## config.mk

```make
export PLATFORM = sky130hd
export DESIGN_NAME = bitmap_block_allocator_top
export DESIGN_NICKNAME = d
export VERILOG_FILES = /design/src/rtl/bba_pkg.sv /design/src/rtl/bitmap_block_allocator_top.sv
export SDC_FILE = /design/constraint.sdc
export NUM_CORES = 2
export LEC_CHECK = 0
export BUFFER_PORTS_ARGS = -buffer_cell sky130_fd_sc_hd__buf_2
export CAP_MARGIN = 20
export CORE_MARGIN = 2
export CORE_UTILIZATION = 38
export CTS_CLUSTER_DIAMETER = 40
export CTS_CLUSTER_SIZE = 30
export DETAILED_ROUTE_END_ITERATION = 12
export PLACE_DENSITY = 0.52
export SKIP_LAST_GASP = 1
export SYNTH_ARGS = -nofsm -noshare
export SYNTH_HDL_FRONTEND = slang
export SYNTH_SLANG_ARGS = --single-unit
```

## constraint.sdc

```tcl
create_clock -name clock -period 10.9 [get_ports clock]
set_clock_uncertainty 0.15 [all_clocks]
set_input_delay 1.09 -clock clock [delete_from_list [all_inputs] [get_ports clock]]
set_output_delay 1.09 -clock clock [all_outputs]
set_load 0.02 [all_outputs]
```

## src/rtl/bba_pkg.sv

```systemverilog
package bba_pkg;

   // Sizing of the bitmap
   localparam int MAX_BLOCKS = 4096;
   localparam int WORD_BITS  = 32;
   localparam int NUM_WORDS  = (MAX_BLOCKS + WORD_BITS - 1) / WORD_BITS;
   localparam int BLK_W      = $clog2(MAX_BLOCKS);
   localparam int CNT_W      = BLK_W + 1;
   localparam int BIT_IDX_W  = $clog2(WORD_BITS);
   localparam int WORD_IDX_W = $clog2(NUM_WORDS);

   // Field widths
   localparam int CMD_W  = 2;
   localparam int STAT_W = 2;
   localparam int CSR_W  = 2;

   // Reset values of the configuration
   localparam logic [BLK_W-1:0] FIRST_DATA_RESET   = '0;
   localparam logic [CNT_W-1:0] BLOCK_COUNT_RESET  = CNT_W'(MAX_BLOCKS);
   localparam logic [CNT_W-1:0] INITIAL_FREE_RESET = CNT_W'(MAX_BLOCKS);

   // Commands
   localparam logic [CMD_W-1:0] CMD_ALLOC = 2'd0;
   localparam logic [CMD_W-1:0] CMD_FREE  = 2'd1;
   localparam logic [CMD_W-1:0] CMD_QUERY = 2'd2;

   // Status codes
   localparam logic [STAT_W-1:0] STAT_OK      = 2'd0;
   localparam logic [STAT_W-1:0] STAT_NOSPACE = 2'd1;
   localparam logic [STAT_W-1:0] STAT_INVALID = 2'd2;

   // Register indexes
   localparam logic [CSR_W-1:0] CSR_FIRST_DATA   = 2'd0;
   localparam logic [CSR_W-1:0] CSR_BLOCK_COUNT  = 2'd1;
   localparam logic [CSR_W-1:0] CSR_INITIAL_FREE = 2'd2;

   typedef enum logic [2:0] {
      S_IDLE,
      S_SCAN,
      S_FREE,
      S_QUERY,
      S_FINISH
   } state_type;

endpackage

```

## src/rtl/bitmap_block_allocator_top.sv

```systemverilog
// First-fit block allocator over a one-bit-per-block usage bitmap held in a
// 128 x 32 synchronous RAM with a registered read. Allocate grants the lowest
// free block in [first_data_block, min(block_count, 4096)); free clears a bit
// in that range and counts the free counter up, saturating at block_count;
// query returns one bit. Every command gives exactly one response beat.
// Allocate scans n bitmap words (1 to 128), reading one per cycle through the
// single RAM read port; allocate refused at once (counter zero or empty range)
// and unknown commands skip the scan; free does a read-modify-write and query
// a read. One command is in flight at a time. A finished response waits in the
// output register while the next command is taken. The bitmap comes out of
// reset all free at once: each RAM row has a valid flop that reset clears, and
// a row never written reads as zero, so there is no clearing pass. Write
// configuration only while the block is idle; a write to initial_free also
// loads the free counter.
module bitmap_block_allocator_top (
   input  logic                         clock,
   input  logic                         reset,
   input  logic                         req_valid,
   output logic                         req_ready,
   input  logic [bba_pkg::CMD_W-1:0]    req_command,
   input  logic [bba_pkg::BLK_W-1:0]    req_block_number,
   output logic                         rsp_valid,
   input  logic                         rsp_ready,
   output logic [bba_pkg::STAT_W-1:0]   rsp_status,
   output logic [bba_pkg::BLK_W-1:0]    rsp_allocated_block,
   output logic                         rsp_bit_value,
   output logic [bba_pkg::CNT_W-1:0]    rsp_free_count,
   input  logic                         csr_we,
   input  logic [bba_pkg::CSR_W-1:0]    csr_index,
   input  logic [bba_pkg::CNT_W-1:0]    csr_wdata
);
   import bba_pkg::*;

   // Lowest set bit of a word
   function automatic logic [BIT_IDX_W-1:0] lowest_set(input logic [WORD_BITS-1:0] vec);
      logic [BIT_IDX_W-1:0] idx;
      idx = '0;
      for (int i = WORD_BITS - 1; i >= 0; i--) begin
         if (vec[i]) idx = BIT_IDX_W'(i);
      end
      return idx;
   endfunction

   state_type              state_ff, state_in;
   logic [CMD_W-1:0]       cmd_ff, cmd_in;
   logic [BLK_W-1:0]       blk_ff, blk_in;
   logic [WORD_IDX_W-1:0]  cur_ff, cur_in;
   logic [STAT_W-1:0]      status_ff, status_in;
   logic [BLK_W-1:0]       grant_ff, grant_in;
   logic                   bitv_ff, bitv_in;
   logic [CNT_W-1:0]       cnt_ff, cnt_in;
   logic [BLK_W-1:0]       fdb_ff;
   logic [CNT_W-1:0]       bcount_ff;

   logic                   rsp_valid_ff;
   logic [STAT_W-1:0]      rsp_status_ff;
   logic [BLK_W-1:0]       rsp_grant_ff;
   logic                   rsp_bitv_ff;
   logic [CNT_W-1:0]       rsp_cnt_ff;

   // Bitmap RAM and row valid flops
   logic [WORD_BITS-1:0]   mem [NUM_WORDS];
   logic [NUM_WORDS-1:0]   row_vld_ff;
   logic [WORD_BITS-1:0]   rdata_ff;
   logic                   rvld_ff;
   logic [WORD_IDX_W-1:0]  mem_raddr;
   logic                   mem_we;
   logic [WORD_IDX_W-1:0]  mem_waddr;
   logic [WORD_BITS-1:0]   mem_wdata;

   logic                   req_fire;
   logic                   out_free;
   logic [CNT_W-1:0]       limit;
   logic [CNT_W-1:0]       limit_m1;
   logic [WORD_IDX_W-1:0]  last_word;
   logic [BIT_IDX_W-1:0]   last_bit;
   logic [WORD_IDX_W-1:0]  first_word;
   logic [WORD_BITS-1:0]   word;
   logic [WORD_BITS-1:0]   low_mask;
   logic [WORD_BITS-1:0]   high_mask;
   logic [WORD_BITS-1:0]   free_vec;
   logic [BIT_IDX_W-1:0]   hit_idx;
   logic                   range_empty;
   logic                   blk_in_range;

   assign req_ready = (state_ff == S_IDLE);
   assign req_fire  = req_valid && req_ready;
   assign out_free  = !rsp_valid_ff || rsp_ready;

   // Scan limits
   assign limit       = (bcount_ff > CNT_W'(MAX_BLOCKS)) ? CNT_W'(MAX_BLOCKS) : bcount_ff;
   assign limit_m1    = limit - CNT_W'(1);
   assign last_word   = limit_m1[BLK_W-1:BIT_IDX_W];
   assign last_bit    = limit_m1[BIT_IDX_W-1:0];
   assign first_word  = fdb_ff[BLK_W-1:BIT_IDX_W];
   assign range_empty = (limit <= {1'b0, fdb_ff});

   // Word under examination; a row never written reads as free
   assign word = rvld_ff ? rdata_ff : '0;

   // Treat bits outside the allocatable range as used
   always_comb begin
      low_mask  = '0;
      high_mask = '0;
      if (cur_ff == first_word) begin
         low_mask = (WORD_BITS'(1) << fdb_ff[BIT_IDX_W-1:0]) - WORD_BITS'(1);
      end
      if (cur_ff == last_word) begin
         high_mask = ~({WORD_BITS{1'b1}} >> (BIT_IDX_W'(WORD_BITS - 1) - last_bit));
      end
   end

   assign free_vec     = ~(word | low_mask | high_mask);
   assign hit_idx      = lowest_set(free_vec);
   assign blk_in_range = (blk_ff >= fdb_ff) && ({1'b0, blk_ff} < limit);

   // Next state and datapath control
   always_comb begin
      state_in  = state_ff;
      cmd_in    = cmd_ff;
      blk_in    = blk_ff;
      cur_in    = cur_ff;
      status_in = status_ff;
      grant_in  = grant_ff;
      bitv_in   = bitv_ff;
      cnt_in    = cnt_ff;
      mem_raddr = cur_ff + WORD_IDX_W'(1);
      mem_we    = 1'b0;
      mem_waddr = cur_ff;
      mem_wdata = word;

      case (state_ff)
         S_IDLE: begin
            if (csr_we && csr_index == CSR_INITIAL_FREE) begin
               cnt_in = csr_wdata;
            end
            if (req_fire) begin
               cmd_in    = req_command;
               blk_in    = req_block_number;
               grant_in  = '0;
               bitv_in   = 1'b0;
               status_in = STAT_INVALID;
               mem_raddr = req_block_number[BLK_W-1:BIT_IDX_W];
               case (req_command)
                  CMD_ALLOC: begin
                     if (cnt_ff == '0 || range_empty) begin
                        status_in = STAT_NOSPACE;
                        state_in  = S_FINISH;
                     end else begin
                        mem_raddr = first_word;
                        cur_in    = first_word;
                        state_in  = S_SCAN;
                     end
                  end
                  CMD_FREE:  state_in = S_FREE;
                  CMD_QUERY: state_in = S_QUERY;
                  default:   state_in = S_FINISH;
               endcase
            end
         end

         // Examine one word per cycle while the next one is read
         S_SCAN: begin
            if (free_vec != '0) begin
               mem_we    = 1'b1;
               mem_wdata = word | (WORD_BITS'(1) << hit_idx);
               cnt_in    = cnt_ff - CNT_W'(1);
               grant_in  = {cur_ff, hit_idx};
               status_in = STAT_OK;
               state_in  = S_FINISH;
            end else if (cur_ff == last_word) begin
               status_in = STAT_NOSPACE;
               state_in  = S_FINISH;
            end else begin
               cur_in = cur_ff + WORD_IDX_W'(1);
            end
         end

         // Clear the bit and count up, saturating
         S_FREE: begin
            if (blk_in_range) begin
               mem_we    = 1'b1;
               mem_waddr = blk_ff[BLK_W-1:BIT_IDX_W];
               mem_wdata = word & ~(WORD_BITS'(1) << blk_ff[BIT_IDX_W-1:0]);
               if (cnt_ff < bcount_ff && cnt_ff != {CNT_W{1'b1}}) begin
                  cnt_in = cnt_ff + CNT_W'(1);
               end
               status_in = STAT_OK;
            end
            state_in = S_FINISH;
         end

         // Every 12-bit block number lies below the bitmap size
         S_QUERY: begin
            bitv_in   = word[blk_ff[BIT_IDX_W-1:0]];
            status_in = STAT_OK;
            state_in  = S_FINISH;
         end

         S_FINISH: begin
            if (out_free) state_in = S_IDLE;
         end

         default: state_in = S_IDLE;
      endcase
   end

   // Control registers
   always_ff @(posedge clock) begin
      if (reset) begin
         state_ff <= S_IDLE;
         cnt_ff   <= INITIAL_FREE_RESET;
      end else begin
         state_ff <= state_in;
         cnt_ff   <= cnt_in;
      end
   end

   // Command payload and pending result
   always_ff @(posedge clock) begin
      cmd_ff    <= cmd_in;
      blk_ff    <= blk_in;
      cur_ff    <= cur_in;
      status_ff <= status_in;
      grant_ff  <= grant_in;
      bitv_ff   <= bitv_in;
   end

   // Configuration registers
   always_ff @(posedge clock) begin
      if (reset) begin
         fdb_ff    <= FIRST_DATA_RESET;
         bcount_ff <= BLOCK_COUNT_RESET;
      end else if (csr_we) begin
         if (csr_index == CSR_FIRST_DATA)  fdb_ff    <= csr_wdata[BLK_W-1:0];
         if (csr_index == CSR_BLOCK_COUNT) bcount_ff <= csr_wdata;
      end
   end

   // Bitmap RAM: registered read, one write port
   always_ff @(posedge clock) begin
      rdata_ff <= mem[mem_raddr];
      if (mem_we) mem[mem_waddr] <= mem_wdata;
   end

   // Row valid flops: clear at reset, set on first write
   always_ff @(posedge clock) begin
      if (reset) begin
         row_vld_ff <= '0;
         rvld_ff    <= 1'b0;
      end else begin
         rvld_ff <= row_vld_ff[mem_raddr];
         if (mem_we) row_vld_ff[mem_waddr] <= 1'b1;
      end
   end

   // Output register: load the result beat, drop it once taken
   always_ff @(posedge clock) begin
      if (reset) begin
         rsp_valid_ff <= 1'b0;
      end else if (state_ff == S_FINISH && out_free) begin
         rsp_valid_ff <= 1'b1;
      end else if (rsp_ready) begin
         rsp_valid_ff <= 1'b0;
      end
   end

   always_ff @(posedge clock) begin
      if (state_ff == S_FINISH && out_free) begin
         rsp_status_ff <= status_ff;
         rsp_grant_ff  <= grant_ff;
         rsp_bitv_ff   <= bitv_ff;
         rsp_cnt_ff    <= cnt_ff;
      end
   end

   assign rsp_valid           = rsp_valid_ff;
   assign rsp_status          = rsp_status_ff;
   assign rsp_allocated_block = rsp_grant_ff;
   assign rsp_bit_value       = rsp_bitv_ff;
   assign rsp_free_count      = rsp_cnt_ff;

   // Checks
   a_we_state: assert property (@(posedge clock) disable iff (reset)
      mem_we |-> (state_ff == S_SCAN || state_ff == S_FREE))
      else $error("bitmap write outside scan or free");

   a_grant_dec: assert property (@(posedge clock) disable iff (reset)
      (state_ff == S_SCAN && mem_we) |=> cnt_ff == $past(cnt_ff) - CNT_W'(1))
      else $error("grant without counter decrement");

   a_scan_bound: assert property (@(posedge clock) disable iff (reset)
      state_ff == S_SCAN |-> (cur_ff <= last_word && cur_ff >= first_word))
      else $error("scan pointer out of range");

   a_grant_range: assert property (@(posedge clock) disable iff (reset)
      (state_ff == S_FINISH && cmd_ff == CMD_ALLOC && status_ff == STAT_OK)
      |-> (grant_ff >= fdb_ff && {1'b0, grant_ff} < limit))
      else $error("granted block outside range");

endmodule
```

* Word-level counts from Yosys, hierarchy flattened *
Memories as Yosys holds them, arrays and structs flattened. A register that Yosys moved wholly into a read port is not among the register bits.
Cells that the tools add are included.

storage, ports and cells
  logic and storage cells = 183
  output and inout bits = 30
  memories = 1
  bits in registers = 233
  latch bits = 0
  RAM bits = 4,096
  bits of input ports = 34
  memory bits (read-only) = 0

operators by class
  magnitude comparators = 9
  shift operators = 4
  mux-type cells = 88
  equality and inequality tests = 22
  div/mod/pow operators = 0
  bitwise gates (word level) = 8
  multipliers = 0
  reductions and logical operators = 29
  add/subtract/negate cells = 6

memories
  name  depth  bits a word  read ports  clocked after memory_dff  wr ports  line                              source
  mem   128    32           1           1                         1         bitmap_block_allocator_top.sv:62  logic [WORD_BITS-1:0] mem [NUM_WORDS];

operator list
  operator                                                     count
  two-way mux 32 bit                                           5
  two-way mux 5 bit                                            32
  bitwise OR 128 bit                                           1
  inverter 32 bit                                              3
  bitwise OR 32 bit                                            3
  left shift 1 x 5 -> 32 bit (first input constant)            3
  two-way mux 7 bit                                            11
  two-way mux 13 bit                                           5
  one-hot mux 32 bit (2 select lines)                          1
  one-hot mux 13 bit (3 select lines)                          1
  bitwise AND 32 bit                                           1
  nonzero test 32 bit                                          1
  >> shifter 32 x 5 -> 32 bit (first input constant)           1
  subtractor 32 x 2 -> 32 bit (second input constant)          1
  two-way mux 12 bit                                           2
  one-hot mux 12 bit (2 select lines)                          1
  less-than comparator 7 x 8 -> 1 bit (second input constant)  2
  two-way mux 3 bit                                            5
  == test 7 bit                                                2
  != test 2 bit (second input constant)                        7
  one-hot mux 7 bit (2 select lines)                           1
  adder 13 x 1 -> 13 bit (second input constant)               1
  greater-than comparator 13 bit (second input constant)       1
  <= comparator 13 x 12 -> 1 bit                               1
  41 further kinds                                             74

* Depth between registers and ports, before layout *
  depth after elaboration = 45
  mapped depth = 22
  gate-level depth less buffers = 15

* Worst setup path after synthesis *
No wires, ideal clock.

  path type = register to register
  start point = register bcount_ff[12]
  end point = memory mem[0][2], data pin
  buffers on the path = 6
  period minus slack after synthesis = 10.677 ns
  cell stages (with the launch flop) = 20
  required time = 9.509 ns
  setup time = 1.241 ns
  setup slack = 0.223 ns
  data arrival time = 9.287 ns
  path through = dfxtp_1 inv_1 buf_1 nand2_1 ha_1 clkbuf_1 o21a_1 xnor2_1 o21ai_0 or4_1 buf_2 buf_6 buf_6 o31a_1 a221oi_2 o21ai_1 a221o_1 or2_1 buf_6 o32ai_1

between the ends
  word-level cells in the longest chain between the ends = 45
  elaborated cells between the ends (all ways) = 50

RTL lines
  what                                     line                               source
  start: declaration                       bitmap_block_allocator_top.sv:53   logic [CNT_W-1:0] bcount_ff;
  start signal: assignment                 bitmap_block_allocator_top.sv:236  if (csr_index == CSR_BLOCK_COUNT) bcount_ff <= csr_wdata;
  greater-than comparator 13 bit           bitmap_block_allocator_top.sv:91   assign limit = (bcount_ff > CNT_W'(MAX_BLOCKS)) ? CNT_W'(MAX_BLOCKS) : bcount_ff;
  two-way mux 13 bit (*)                   bitmap_block_allocator_top.sv:91
  subtractor 12 x 1 -> 12 bit              bitmap_block_allocator_top.sv:92   assign limit_m1 = limit - CNT_W'(1);
  subtractor 5 bit                         bitmap_block_allocator_top.sv:109  high_mask = ~({WORD_BITS{1'b1}} >> (BIT_IDX_W'(WORD_BITS - 1) - last_bit));
  >> shifter 32 x 5 -> 32 bit              bitmap_block_allocator_top.sv:109
  inverter 32 bit                          bitmap_block_allocator_top.sv:109
  two-way mux 32 bit                       bitmap_block_allocator_top.sv:108  if (cur_ff == last_word) begin
  bitwise OR 32 bit                        bitmap_block_allocator_top.sv:113  assign free_vec = ~(word | low_mask | high_mask);
  inverter 32 bit                          bitmap_block_allocator_top.sv:113
  two-way mux 5 bit (32 in a row)          bitmap_block_allocator_top.sv:39   if (vec[i]) idx = BIT_IDX_W'(i);
  left shift 1 x 5 -> 32 bit               bitmap_block_allocator_top.sv:166  mem_wdata = word | (WORD_BITS'(1) << hit_idx);
  bitwise OR 32 bit                        bitmap_block_allocator_top.sv:166
  two-way mux 32 bit                       bitmap_block_allocator_top.sv:164  if (free_vec != '0) begin
  one-hot mux 32 bit (2 select lines) (*)  bitmap_block_allocator_top.sv:132  case (state_ff)
  named net mem_wdata[2]                   bitmap_block_allocator_top.sv:69   logic [WORD_BITS-1:0] mem_wdata;
  end: declaration                         bitmap_block_allocator_top.sv:62

The timed path passes the listed nets; every way through them passes the cells marked *.

* Final worst setup path *
  start point = register bcount_ff[12]
  end point = register rdata_ff[4], read port of mem

between the ends
  word-level cells in the longest chain between the ends = 8

RTL lines
  what                                line                               source
  greater-than comparator 13 bit      bitmap_block_allocator_top.sv:91
  two-way mux 13 bit (*)              bitmap_block_allocator_top.sv:91
  <= comparator 13 x 12 -> 1 bit (*)  bitmap_block_allocator_top.sv:96   assign range_empty = (limit <= {1'b0, fdb_ff});
  logical OR 1 bit (*)                bitmap_block_allocator_top.sv:146  if (cnt_ff == '0 || range_empty) begin
  two-way mux 7 bit (*)               bitmap_block_allocator_top.sv:146
  two-way mux 7 bit (*)               bitmap_block_allocator_top.sv:144  case (req_command)
  two-way mux 7 bit (*)               bitmap_block_allocator_top.sv:137  if (req_fire) begin
  two-way mux 7 bit (*)               bitmap_block_allocator_top.sv:132
  end: declaration                    bitmap_block_allocator_top.sv:64   logic [WORD_BITS-1:0] rdata_ff;

Mark *: on every way between the ends. The rest lies on a longest branch, timed or not.
A chain may end at the register's enable or synchronous reset.

==> results by group <==
Setup path
  – Crit Path Category: reg -> reg
  – Worst reg2reg startpoint: bcount_ff[12]
  – CP max-delay cell: nand4_1
  – CP peak stage delay: 0.97 ns
  – Worst EP arrival: 9.19 ns
  – Startpoint types: flip-flop
  – CP max FO: 80
  – Worst Setup End Kind: flip-flop
  – Critical path required time: 11.70 ns
  – Setup slack, reg-to-reg: 2.51 ns
  – FF-to-FF path depth: 17
  – Reg-to-Reg End: rdata_ff[4]
  – Worst-path cell chain: inv_1 -> nand2_1 -> inv_1 -> ha_1 -> o21ai_0 -> o21ai_0 -> nand4_1 -> a2111oi_4 -> buf_12 -> a211o_4 -> buf_12 -> a2111oi_0 -> a311oi_1 -> a21oi_1 -> o31ai_1 -> nand4_1 -> nor3_1

Cells and area
  – Fraction of layout cells with a size suffix above 1: 0.136
  – # nets final: 13800
  – FILL cells: 41600
  – Area delta synth->final: 17.7%

Detailed routing
  – Via/cell ratio: 5.98
  – First drt pass iteration count: 10
  – DR WL/cell: 31.6 um
  – ANT nets after route: 0
  – Starting DRT DRC Count: 15800
  – DRC Markers: 0
  – WL final: 644000 um
  – Total number of vias: 122000

Placed design
  – DP Wirelength: 354000 um
  – Port bufs: 63
  – Routability cong.: 0.892

Synth
  – Yosys Warn Count: 0
  – Post-synthesis average cell area: 13.3 um2
  – Post-synthesis cell area: 0.179 mm2
  – Cell variety after synth: 87
  – Area contributors post-synth: edfxtp_1 70%, nand2_1 6.2%, nand3_1 3.6%, mux2i_1 3.0%, dfxtp_1 2.3%
  – Post-synth ARST share: 0
  – Top post-synthesis cells by count: 4158 x edfxtp_1, 2967 x nand2_1, 1270 x nand3_1
  – Syn_nets: 13600
  – Area leader, netlist: edfxtp_1
  – EDFF count, synth: 4158
  – Post-synth top area share: 0.699
  – Count leader, synth: edfxtp_1
  – Top FF cell, synth: edfxtp_1
  – Sequential fraction of the synthesis area: 0.722
  – Synth Instances: 13500
  – Number of synthesized register bits: 4361

Clock network
  – Post-cts resize count: 0
  – TritonCTS Buffers: 584
  – CTS clk-pin slew, worst paths: 0.06 ns
  – Clock tree buffer depth: 4
  – Setup Buffers After CTS: 0
  – Num Clock Sinks: 4361
  – Clock latency on the worst-skew pair: 1.11 ns
  – CTS H-Tree Depth: 6
  – CTS hold repair buffers: 1
  – Root Driver: clkbuf_16
  – CTS tree: done

Die
  – Core footprint: 0.468 mm2
  – Die area: 0.476 mm2
  – IO Count: 64
  – Row Count: 251
  – Initial core utilization: 0.382
  – Die H: 690 um
  – Die width: 690 um

STA
  – Setup TNS: 0 ns
  – RSZ-0062 raised after global routing: no
  – Post-route clock period utilization: 0.770
  – Final Hold Vio Count: 0
  – Setup violators final: 0
  – Worst-Margin Slew: 1.39 ns
  – Headroom to the max-slew limit: 0.0746
  – Hold WS: 0.0351 ns
  – Slew Limit Fails: 0
  – Fmax: 119 MHz
  – Final min period: 8.39 ns

Global route
  – First-pass GRT wire length: 897000 um
  – Vias in the first global route: 115000
  – Global route total overflow: 0
  – Global Route Usage Sum: 0.263
  – Antenna violations before repair: 25
  – Largest net degree at the start of global routing: 135

Pwr
  – Leak pwr: 71.7 nW
  – VDD IR max: 0.146 mV
  – PD cells: 215 mW/mm2

Min path
  – Min-delay src: req_block_number[4]
  – Worst Hold Path EP: blk_ff[4]
  – Hold Path Depth: 1
  – Type of the worst min-delay path: in -> reg

Run status
  – Status: complete, no violations

Flow run
  – Max Cap Viol: 0
==> worst max-delay path by stage <==
stage                  start           end  depth (start not counted)
2_1_floorplan  bcount_ff[12]     mem[0][2]                         19
3_3_place_gp   bcount_ff[12]   rdata_ff[9]                         19
3_5_place_dp   bcount_ff[12]  rdata_ff[27]                         18
4_1_cts        bcount_ff[12]  rdata_ff[27]                         18
5_1_grt        bcount_ff[12]   rdata_ff[0]                         18
6_report       bcount_ff[12]   rdata_ff[4]                         17
==> routing by layer <==
layer / GRT usage / routed length (um) / part of all wire / vias to the layer above
li1: - / - / - / 52100
met1: 0.361 / 266000 / 0.41 / 62500
met2: 0.405 / 288000 / 0.45 / 6123
met3: 0.0537 / 58400 / 0.091 / 1129
met4: 0.117 / 31200 / 0.048 / 2
met5: 0 / 13 / 0.000020 / -
==> placed cells by master (no fill, tap or decap), types with 112 or more instances in the layout <==
| master | synthesis | final |
|---|---|---|
| buf_4 | 3 | 485 |
| a22o_1 | 115 | 115 |
| edfxtp_1 | 4158 | 4158 |
| clkbuf_16 | 0 | 600 |
| nand3_1 | 1270 | 1269 |
| mux2i_1 | 535 | 535 |
| nand2_1 | 2967 | 2967 |
| a2111oi_0 | 322 | 321 |
| dfxtp_1 | 203 | 202 |
| a311oi_1 | 169 | 168 |
| nor3_1 | 253 | 157 |
| a221oi_1 | 267 | 267 |
| nor2_1 | 125 | 112 |
| a21oi_1 | 665 | 659 |
| inv_1 | 209 | 209 |
==> power by group <==
part	leakage (nW)	internal [W]	switching (W)
logic	22.3	0.00157	0.00468
registers	39.6	0.0187	0.000269
clock network	9.74	0.0121	0.00780
total	71.7	0.0324	0.0127
==> cell families (layout without fill, tap and decap cells) <==
family | Yosys count | in the layout | synth area share
and+or+nand+nor | 4904 | 4904 | 0.118
DFF | 4361 | 4361 | 0.722
AOI/OAI and AO/OA | 2327 | 2327 | 0.0952
buffers and inverters | 1210 | 1906 | 0.0260
muxes | 555 | 555 | 0.0324
adders and majority gates | 67 | 67 | 0.00472
xor gates and xnor gates | 33 | 33 | 0.00162
other | 0 | 19 | 0
==> worst max-delay path, delay by kind of cell, from the launching register on <==
kind / cells / cell delay, ns
AOI/OAI and AO/OA: 8 / 3.36
adders and majority gates: 1 / 0.29
buffers and inverters: 4 / 1.35
DFF: 1 / 0.67
and+or+nand+nor: 4 / 2.10
==> per-stage QoR <==
step           cells  cell area [um2]  power [W]  utilization  worst slack [ns]
2_1_floorplan  13500           179000     0.0224            -             0.223
3_3_place_gp   19200           189000     0.0253        0.405              1.17
3_5_place_dp   19300           190000     0.0254        0.406              2.62
4_1_cts        20300           210000     0.0452        0.449              2.60
5_1_grt        20400           210000     0.0462        0.449              2.31
6_report       20400           210000     0.0451        0.449              2.51
==> state kept, by name, indices dropped and copies added, names as in the netlist, 13 cells and up <==
| register | count |
|---|---|
| bcount_ff | 13 |
| cnt_ff | 13 |
| mem | 4096 |
| rdata_ff | 32 |
| row_vld_ff | 128 |
| rsp_free_count | 13 |
==> final cells by class <==
type	instances	area, um2	area share
Inverter	210	791	0.00376
Multi-Input combinational cell	7886	47000	0.224
Timing Repair Buffer	625	5320	0.0253
Antenna cell	19	47.5	0.000226
Sequential cell	4361	129000	0.613
Clock inverter	404	4980	0.0237
Clock buffer	667	15400	0.0731
Tap cell	6198	7750	0.0369
No activity file was read; power rests on OpenSTA's default activity.
